<file path="config.mk">
export PLATFORM = sky130hd
export DESIGN_NAME = bacnet_tag_value_encoder
export DESIGN_NICKNAME = d
export VERILOG_FILES = /design/src/hw/rtl/bte_pkg.sv /design/src/hw/rtl/bacnet_tag_value_encoder.sv
export SDC_FILE = /design/constraint.sdc
export NUM_CORES = 1
export LEC_CHECK = 0
export BUFFER_PORTS_ARGS = -buffer_cell sky130_fd_sc_hd__buf_2
export CORE_UTILIZATION = 60
export CTS_CLUSTER_DIAMETER = 200
export DETAILED_ROUTE_END_ITERATION = 16
export PLACE_DENSITY = 0.83
export SLEW_MARGIN = 10
export SYNTH_ARGS = -nofsm -noshare
export SYNTH_HDL_FRONTEND = slang
export SYNTH_SLANG_ARGS = --single-unit
</file>
<file path="constraint.sdc">
create_clock -name i_clk -period 10.08 [get_ports i_clk]
set_clock_uncertainty 0.1 [all_clocks]
set_input_delay 2.52 -clock i_clk [delete_from_list [all_inputs] [get_ports i_clk]]
set_output_delay 2.52 -clock i_clk [all_outputs]
set_load 0.01 [all_outputs]
</file>
<file path="src/hw/rtl/bte_pkg.sv">
// ----------------------------------------------------------------------------
// BACnet tag encoder package
// Request codes, status codes and the record of one encoded tagged item.
// ----------------------------------------------------------------------------
`default_nettype none

package bte_pkg;

    // Request codes carried in req_type.
    localparam logic [2:0] REQ_HEADER  = 3'd0;
    localparam logic [2:0] REQ_UNSIGNED = 3'd1;
    localparam logic [2:0] REQ_BOOLEAN = 3'd2;
    localparam logic [2:0] REQ_OBJ_ID  = 3'd3;
    localparam logic [2:0] REQ_OPENING = 3'd4;
    localparam logic [2:0] REQ_CLOSING = 3'd5;

    // Result status codes.
    localparam logic [1:0] ST_OK            = 2'd0;
    localparam logic [1:0] ST_OVERRUN       = 2'd1;
    localparam logic [1:0] ST_NOT_ENCODABLE = 2'd2;

    // Length/value/type field codes and marker octets.
    localparam logic [2:0] LVT_EXTENDED = 3'd5;
    localparam logic [2:0] LVT_OPENING  = 3'd6;
    localparam logic [2:0] LVT_CLOSING  = 3'd7;
    localparam logic [7:0] LEN_MARK_16  = 8'd254;
    localparam logic [7:0] LEN_MARK_32  = 8'd255;
    localparam logic [7:0] MAX_SHORT_TAG = 8'd14;

    localparam int MAX_OCTETS = 7;

    typedef logic [7:0] t_octet;

    // One encoded item: up to seven octets, octet count (1..7) and status.
    typedef struct packed {
        t_octet [MAX_OCTETS-1:0] octets;
        logic   [2:0]            count;
        logic   [1:0]            status;
    } t_pkt;

endpackage

`default_nettype wire

</file>
<file path="src/hw/rtl/bacnet_tag_value_encoder.sv">
// ----------------------------------------------------------------------------
// BACnet tag and length encoder
// Turns one encode request into the octets of a BACnet tagged item, or into
// a single error item, streamed one octet per cycle unless the output stalls.
// ----------------------------------------------------------------------------
//  channel   | direction | tdata                        | tlast       | tuser
//  s (req)   | in        | request fields, 128 bits     | -           | -
//  m (octet) | out       | out_byte, 8 bits             | last octet  | status
//
//  An item has 1 to 7 octets on the output, and the output serialiser sets the
//  sustained rate. Encoding is done in the accept cycle and
//  stored in a holding register, so a request is taken while the previous item
//  still streams out. Reset (synchronous, active low) empties both registers.
//  A stalled output holds its octet; requests stall once the holding register
//  is full and the current item is not leaving.
// ----------------------------------------------------------------------------
`default_nettype none

module bacnet_tag_value_encoder (
    input  wire logic         i_clk,
    input  wire logic         i_rst_n,
    input  wire logic         i_s_tvalid,
    output logic              o_s_tready,
    // tdata, lowest bit first: req_type[2:0], tag_number[10:3], is_context[11],
    // value[43:12], length_value[75:44], object_type[85:76],
    // instance_number[107:86], buffer_space[123:108], zero fill[127:124]
    input  wire logic [127:0] i_s_tdata,
    output logic              o_m_tvalid,
    input  wire logic         i_m_tready,
    // tdata: out_byte[7:0]
    output bte_pkg::t_octet   o_m_tdata,
    output logic              o_m_tlast,
    // tuser: status[1:0]
    output logic [1:0]        o_m_tuser
);
    import bte_pkg::*;

    logic [2:0]  req_type;
    logic [7:0]  tag_number;
    logic        is_context;
    logic [31:0] value;
    logic [31:0] length_value;
    logic [9:0]  object_type;
    logic [21:0] instance_number;
    logic [15:0] buffer_space;

    assign req_type        = i_s_tdata[2:0];
    assign tag_number      = i_s_tdata[10:3];
    assign is_context      = i_s_tdata[11];
    assign value           = i_s_tdata[43:12];
    assign length_value    = i_s_tdata[75:44];
    assign object_type     = i_s_tdata[85:76];
    assign instance_number = i_s_tdata[107:86];
    assign buffer_space    = i_s_tdata[123:108];

    t_pkt        r_cur, r_pend, n_pkt;
    logic        r_cur_valid, r_pend_valid;
    logic [2:0]  r_idx;
    logic        s_fire, m_fire, cur_done, move;

    // ------------------------------------------------------------------
    // Encoder
    // ------------------------------------------------------------------
    always_comb begin
        logic        ext;
        logic [2:0]  nh;
        logic [2:0]  nl;
        logic [2:0]  np;
        logic [31:0] len;
        logic        cls;
        logic [2:0]  lvt;
        logic [31:0] pay;
        logic [31:0] pay_al;
        logic        bit_val;
        logic [1:0]  err;
        logic [33:0] cap_sum;
        logic [2:0]  cap_k;
        logic [3:0]  tot;
        t_octet      h0;
        t_octet      lb [5];
        logic [2:0]  p;
        logic [2:0]  off;
        logic [2:0]  j;

        ext     = tag_number > MAX_SHORT_TAG;
        nh      = ext ? 3'd2 : 3'd1;
        bit_val = value != 32'd0;
        err     = ST_OK;
        len     = 32'd0;
        cls     = is_context;
        pay     = 32'd0;
        np      = 3'd0;

        case (req_type)
            REQ_HEADER: begin
                len = length_value;
            end
            REQ_UNSIGNED: begin
                np  = (value > 32'hFF_FFFF) ? 3'd4 : (value > 32'hFFFF) ? 3'd3 :
                      (value > 32'hFF) ? 3'd2 : 3'd1;
                len = {29'd0, np};
                pay = value;
            end
            REQ_BOOLEAN: begin
                if (is_context) begin
                    len = 32'd1;
                    np  = 3'd1;
                    pay = {31'd0, bit_val};
                end else begin
                    len = {31'd0, bit_val};
                end
            end
            REQ_OBJ_ID: begin
                len = 32'd4;
                np  = 3'd4;
                pay = {object_type, instance_number};
            end
            REQ_OPENING, REQ_CLOSING: begin
                cls = 1'b1;
            end
            default: begin
                err = ST_NOT_ENCODABLE;
            end
        endcase

        // Length field: inline, one length octet, or a marker followed by 2 or 4 octets.
        if (len <= 32'd4) begin
            lvt   = len[2:0];
            nl    = 3'd0;
            cap_k = 3'd0;
        end else if (len <= 32'd253) begin
            lvt   = LVT_EXTENDED;
            nl    = 3'd1;
            cap_k = 3'd1;
        end else if (len <= 32'd65535) begin
            lvt   = LVT_EXTENDED;
            nl    = 3'd3;
            cap_k = 3'd4;
        end else begin
            lvt   = LVT_EXTENDED;
            nl    = 3'd5;
            cap_k = 3'd6;
        end
        if (req_type == REQ_OPENING) begin
            lvt = LVT_OPENING;
        end else if (req_type == REQ_CLOSING) begin
            lvt = LVT_CLOSING;
        end

        cap_sum = {2'b00, len} + {31'd0, nh} + {31'd0, cap_k};
        tot     = {1'b0, nh} + {1'b0, np};

        // Checks in the order the encoding applies them.
        if (err == ST_OK) begin
            if (buffer_space == 16'd0) begin
                err = ST_OVERRUN;
            end else if (ext && buffer_space < 16'd2) begin
                err = ST_OVERRUN;
            end else if (len == 32'hFFFF_FFFF) begin
                err = ST_NOT_ENCODABLE;
            end else if (len > 32'd4 && cap_sum > {18'd0, buffer_space}) begin
                err = ST_OVERRUN;
            end else if (np != 3'd0 && {12'd0, tot} > buffer_space) begin
                err = ST_OVERRUN;
            end
        end

        h0 = {(ext ? 4'hF : tag_number[3:0]), cls, lvt};
        lb[0] = (nl == 3'd1) ? len[7:0] : (nl == 3'd3) ? LEN_MARK_16 : LEN_MARK_32;
        lb[1] = (nl == 3'd3) ? len[15:8] : len[31:24];
        lb[2] = (nl == 3'd3) ? len[7:0]  : len[23:16];
        lb[3] = len[15:8];
        lb[4] = len[7:0];

        // Left-align the payload so its first octet sits in the top byte.
        pay_al = pay << {np == 3'd0 ? 3'd0 : (3'd4 - np), 3'd0};

        for (int i = 0; i < MAX_OCTETS; i++) begin
            p   = 3'(i);
            off = p - nh;
            j   = off - nl;
            if (p == 3'd0) begin
                n_pkt.octets[i] = h0;
            end else if (ext && p == 3'd1) begin
                n_pkt.octets[i] = tag_number;
            end else if (off < nl) begin
                n_pkt.octets[i] = lb[off];
            end else if (j < np) begin
                n_pkt.octets[i] = pay_al[31 - 8*j[1:0] -: 8];
            end else begin
                n_pkt.octets[i] = 8'd0;
            end
        end

        if (err != ST_OK) begin
            n_pkt.octets = '0;
            n_pkt.count  = 3'd1;
        end else begin
            n_pkt.count  = nh + nl + np;
        end
        n_pkt.status = err;
    end

    // ------------------------------------------------------------------
    // Holding register and output serialiser
    // ------------------------------------------------------------------
    assign o_m_tvalid = r_cur_valid;
    assign o_m_tdata  = r_cur.octets[r_idx];
    assign o_m_tlast  = r_idx == (r_cur.count - 3'd1);
    assign o_m_tuser  = r_cur.status;

    assign m_fire     = r_cur_valid && i_m_tready;
    assign cur_done   = m_fire && o_m_tlast;
    assign move       = !r_cur_valid || cur_done;
    assign o_s_tready = !r_pend_valid || move;
    assign s_fire     = i_s_tvalid && o_s_tready;

    always_ff @(posedge i_clk) begin
        if (!i_rst_n) begin
            r_cur_valid  <= 1'b0;
            r_pend_valid <= 1'b0;
            r_idx        <= 3'd0;
        end else begin
            if (move) begin
                r_cur_valid <= r_pend_valid;
                r_idx       <= 3'd0;
                if (s_fire) begin
                    r_pend_valid <= 1'b1;
                end else begin
                    r_pend_valid <= 1'b0;
                end
            end else begin
                if (m_fire) begin
                    r_idx <= r_idx + 3'd1;
                end
                if (s_fire) begin
                    r_pend_valid <= 1'b1;
                end
            end
        end
    end

    always_ff @(posedge i_clk) begin
        if (move) begin
            r_cur <= r_pend;
        end
        if (s_fire) begin
            r_pend <= n_pkt;
        end
    end

endmodule

`default_nettype wire

</file>
==> results.txt <==
Max Freq = 0.111 GHz
Critical-path top delay cell = or4_1
Dominant cell type by area after synthesis = edfxtp_1
Remaining DRCs = 0
WL per Instance = 23.4 um
Final hold slack = 315 ps
Worst Max-Slew Pin Slew = 1130 ps
CTS resizes = 0
Total length of routed wires = 35,700 um
Num CTS Buffers = 17
Initial core utilization = 62.1%
Setup crit end kind = register
Synth Register Bits = 127
Clk buf depth = 2
Antenna cells = 0
Area Overhead vs Synth = 12.6%
Synthesized cell area = 10,900 um^2
Top delay family on crit path = compound AO/OA/AOI/OAI gates
Fin Setup TNS = 0 ps
Max VDD drop = 0.232 mV
RSZ-0062 raised after global routing = no
Pleak = 4.77 nW
Vias/cell = 6.77
Die height = 137 um
Worst EP arrival = 9070 ps
DIE AREA = 18,700 um^2
Post-CTS Setup Bufs = 0
Remaining antenna violation count after routing = 0
Pre-antenna DRT Iters = 5
Hold_buf cts = 0
Hold Crit Class = reg2reg
CP Class = in2reg
HPWL Detailed = 27,000 um
Slew Limit Fails = 0
Clock slew at reported path FFs = 60 ps
Count leader, synth = edfxtp_1
Number of max-cap violations = 0
Final Instance Count excl. Fillers = 1,526
Buffers & Inverters on Critical Path = 5
Row Count = 48
Global-route wire length before repair = 53,700 um
Worst-path fanout max = 48
Fraction of layout cells with a size suffix above 1 = 20.8%
Final period utilization = 89.2%
Clk root buf = clkbuf_16
Worst Setup Start Kind = primary input
CTS tree = done
Most frequent CP cell = nor2_1
Slew headroom = 23.8%
Final Setup Violations = 0
Top cells by area, synth = edfxtp_1 34%, ha_1 6.0%, nor2_1 3.8%, a21oi_1 3.5%, nand2_1 3.4%
Synthesized net count = 1,391
IO Port Bufs = 140
H-Tree Depth = 4
Top_reg_cell synth = edfxtp_1
Routability Congestion = 1.03
Total gr overflow = 0
Synth Area per Inst = 9.08 um^2
Die Width = 137 um
Largest net degree at the start of global routing = 62
Top cells by count, synth = 122 x edfxtp_1, 111 x nor2_1, 99 x nand2_1
Final Hold Fails = 0
Io pins = 145
Top cell type's share of synthesized area = 33.6%
Run status = completed
Netlist cell types = 94
DR iter-0 viols = 1,334
Async set or reset register ratio after synthesis = 0%
Post-synth EDFFs = 122
Core area = 17,500 um^2
Cell Pwr Density = 137 nW/um^2
# placed instances = 1,494
Register area share after synthesis = 34.5%
Antenna violations before repair = 0
Required time of the critical path = 10,160 ps
Syn Inst Count = 1,200
Via count = 10,300
Vias in the first global route = 9,464
Clock sinks = 127
CP max stage delay = 470 ps
Final Critical Period = 8990 ps
Clock Latency Late Sink = 410 ps
Final net count = 1,479
Synth warn = 0
Global-route usage over all layers = 39.0%
## cells in the final DEF, fill, tap and decap left out, types with 8 or more instances in the layout
master,Yosys,final
nand4_1,14,14
buf_4,7,22
mux4_2,8,8
o211ai_1,23,23
a21oi_1,77,77
nor2_1,111,111
nor3_1,42,42
or4_1,8,8
inv_1,52,51
nor3_2,13,12
nand2b_1,9,9
a211oi_1,39,39
clkbuf_16,0,17
and2_1,10,9
nand3_1,43,43
or3_1,11,11
ha_1,52,52
a21o_1,12,12
nor4_1,19,19
o21ai_0,45,45
mux2i_1,36,36
edfxtp_1,122,122
xnor2_1,15,15
a211o_1,9,9
mux2_2,13,13
a31oi_1,15,15
nand2_1,99,99
buf_2,19,140
a311oi_1,14,14
and3_1,18,18
xor2_1,10,10
## area by class of cell
cell class | instances | area [um^2]
clock buffers | 19 | 433
clock inverters | 13 | 194
fillers | 1364 | 5270
inverters | 58 | 218
multi-input cells | 921 | 6490
flip-flops and latches | 127 | 3760
well taps | 225 | 282
repair buffers | 163 | 886
## through the flow
| stage | utilization (%) | worst slack [ps] | instance area, um^2 | power, mW |
|---|---|---|---|---|
| final | 69.9 | 1090 | 12300 | 1.68 |
| after global routing | 69.9 | 774 | 12300 | 1.74 |
| after CTS | 69.9 | 1220 | 12300 | 1.67 |
| after detailed placement | 66.4 | 835 | 11600 | 1.03 |
| after global placement | 66.4 | 863 | 11600 | 1.02 |
| after floorplan | - | 1690 | 10900 | 0.897 |
## path summary, 6_finish.rpt
path,start,end,slack [ps],depth (start not counted)
worst max-delay path,i_s_tdata[75],r_pend[37],1090,28
worst min-delay path,r_pend[58],r_cur[58],310,0
worst max register to register,r_idx[1],r_pend[44],6630,6
worst min register to register,r_pend[58],r_cur[58],310,0
## where the power goes
group / internal [mW] / switching (mW)
logic: 0.129 / 0.239
clock network: 0.434 / 0.214
registers: 0.644 / 0.0193
total: 1.21 / 0.472
## worst register-to-register path, delay by kind of cell (launching register included)
| family | cells | cell delay, ps |
|---|---|---|
| buf+inv | 1 | 600 |
| simple gates | 3 | 820 |
| compound gates | 1 | 310 |
| xor+xnor | 1 | 180 |
| flops | 1 | 1030 |
## metal layers
metal	vias to the layer above	wire length, um	global-route usage [%]
met4	0	1510	16.7
met5	-	0	0
met1	4835	14300	50.9
met2	617	16700	64.6
met3	97	3190	5.30
li1	4777	-	-
## sequential cells by signal (all words and copies together) (netlist names)
| register | flops |
|---|---|
| r_pend | 61 |
| o_m_tvalid | 1 |
| r_pend_valid | 1 |
| o_m_tuser | 2 |
| r_idx | 3 |
| r_cur | 59 |
## cells by family (layout without fill, tap and decap cells)
kind of cell    after synthesis  in the layout  synth area share, %
flops                       127            127                 34.5
fa+ha+maj                    59             59                 7.26
xor+xnor                     25             25                 2.01
buf+inv                     152            253                 5.98
compound gates              336            336                 22.3
simple gates                444            444                 21.6
mux                          57             57                 6.30
(Power assumes the default switching activity.)
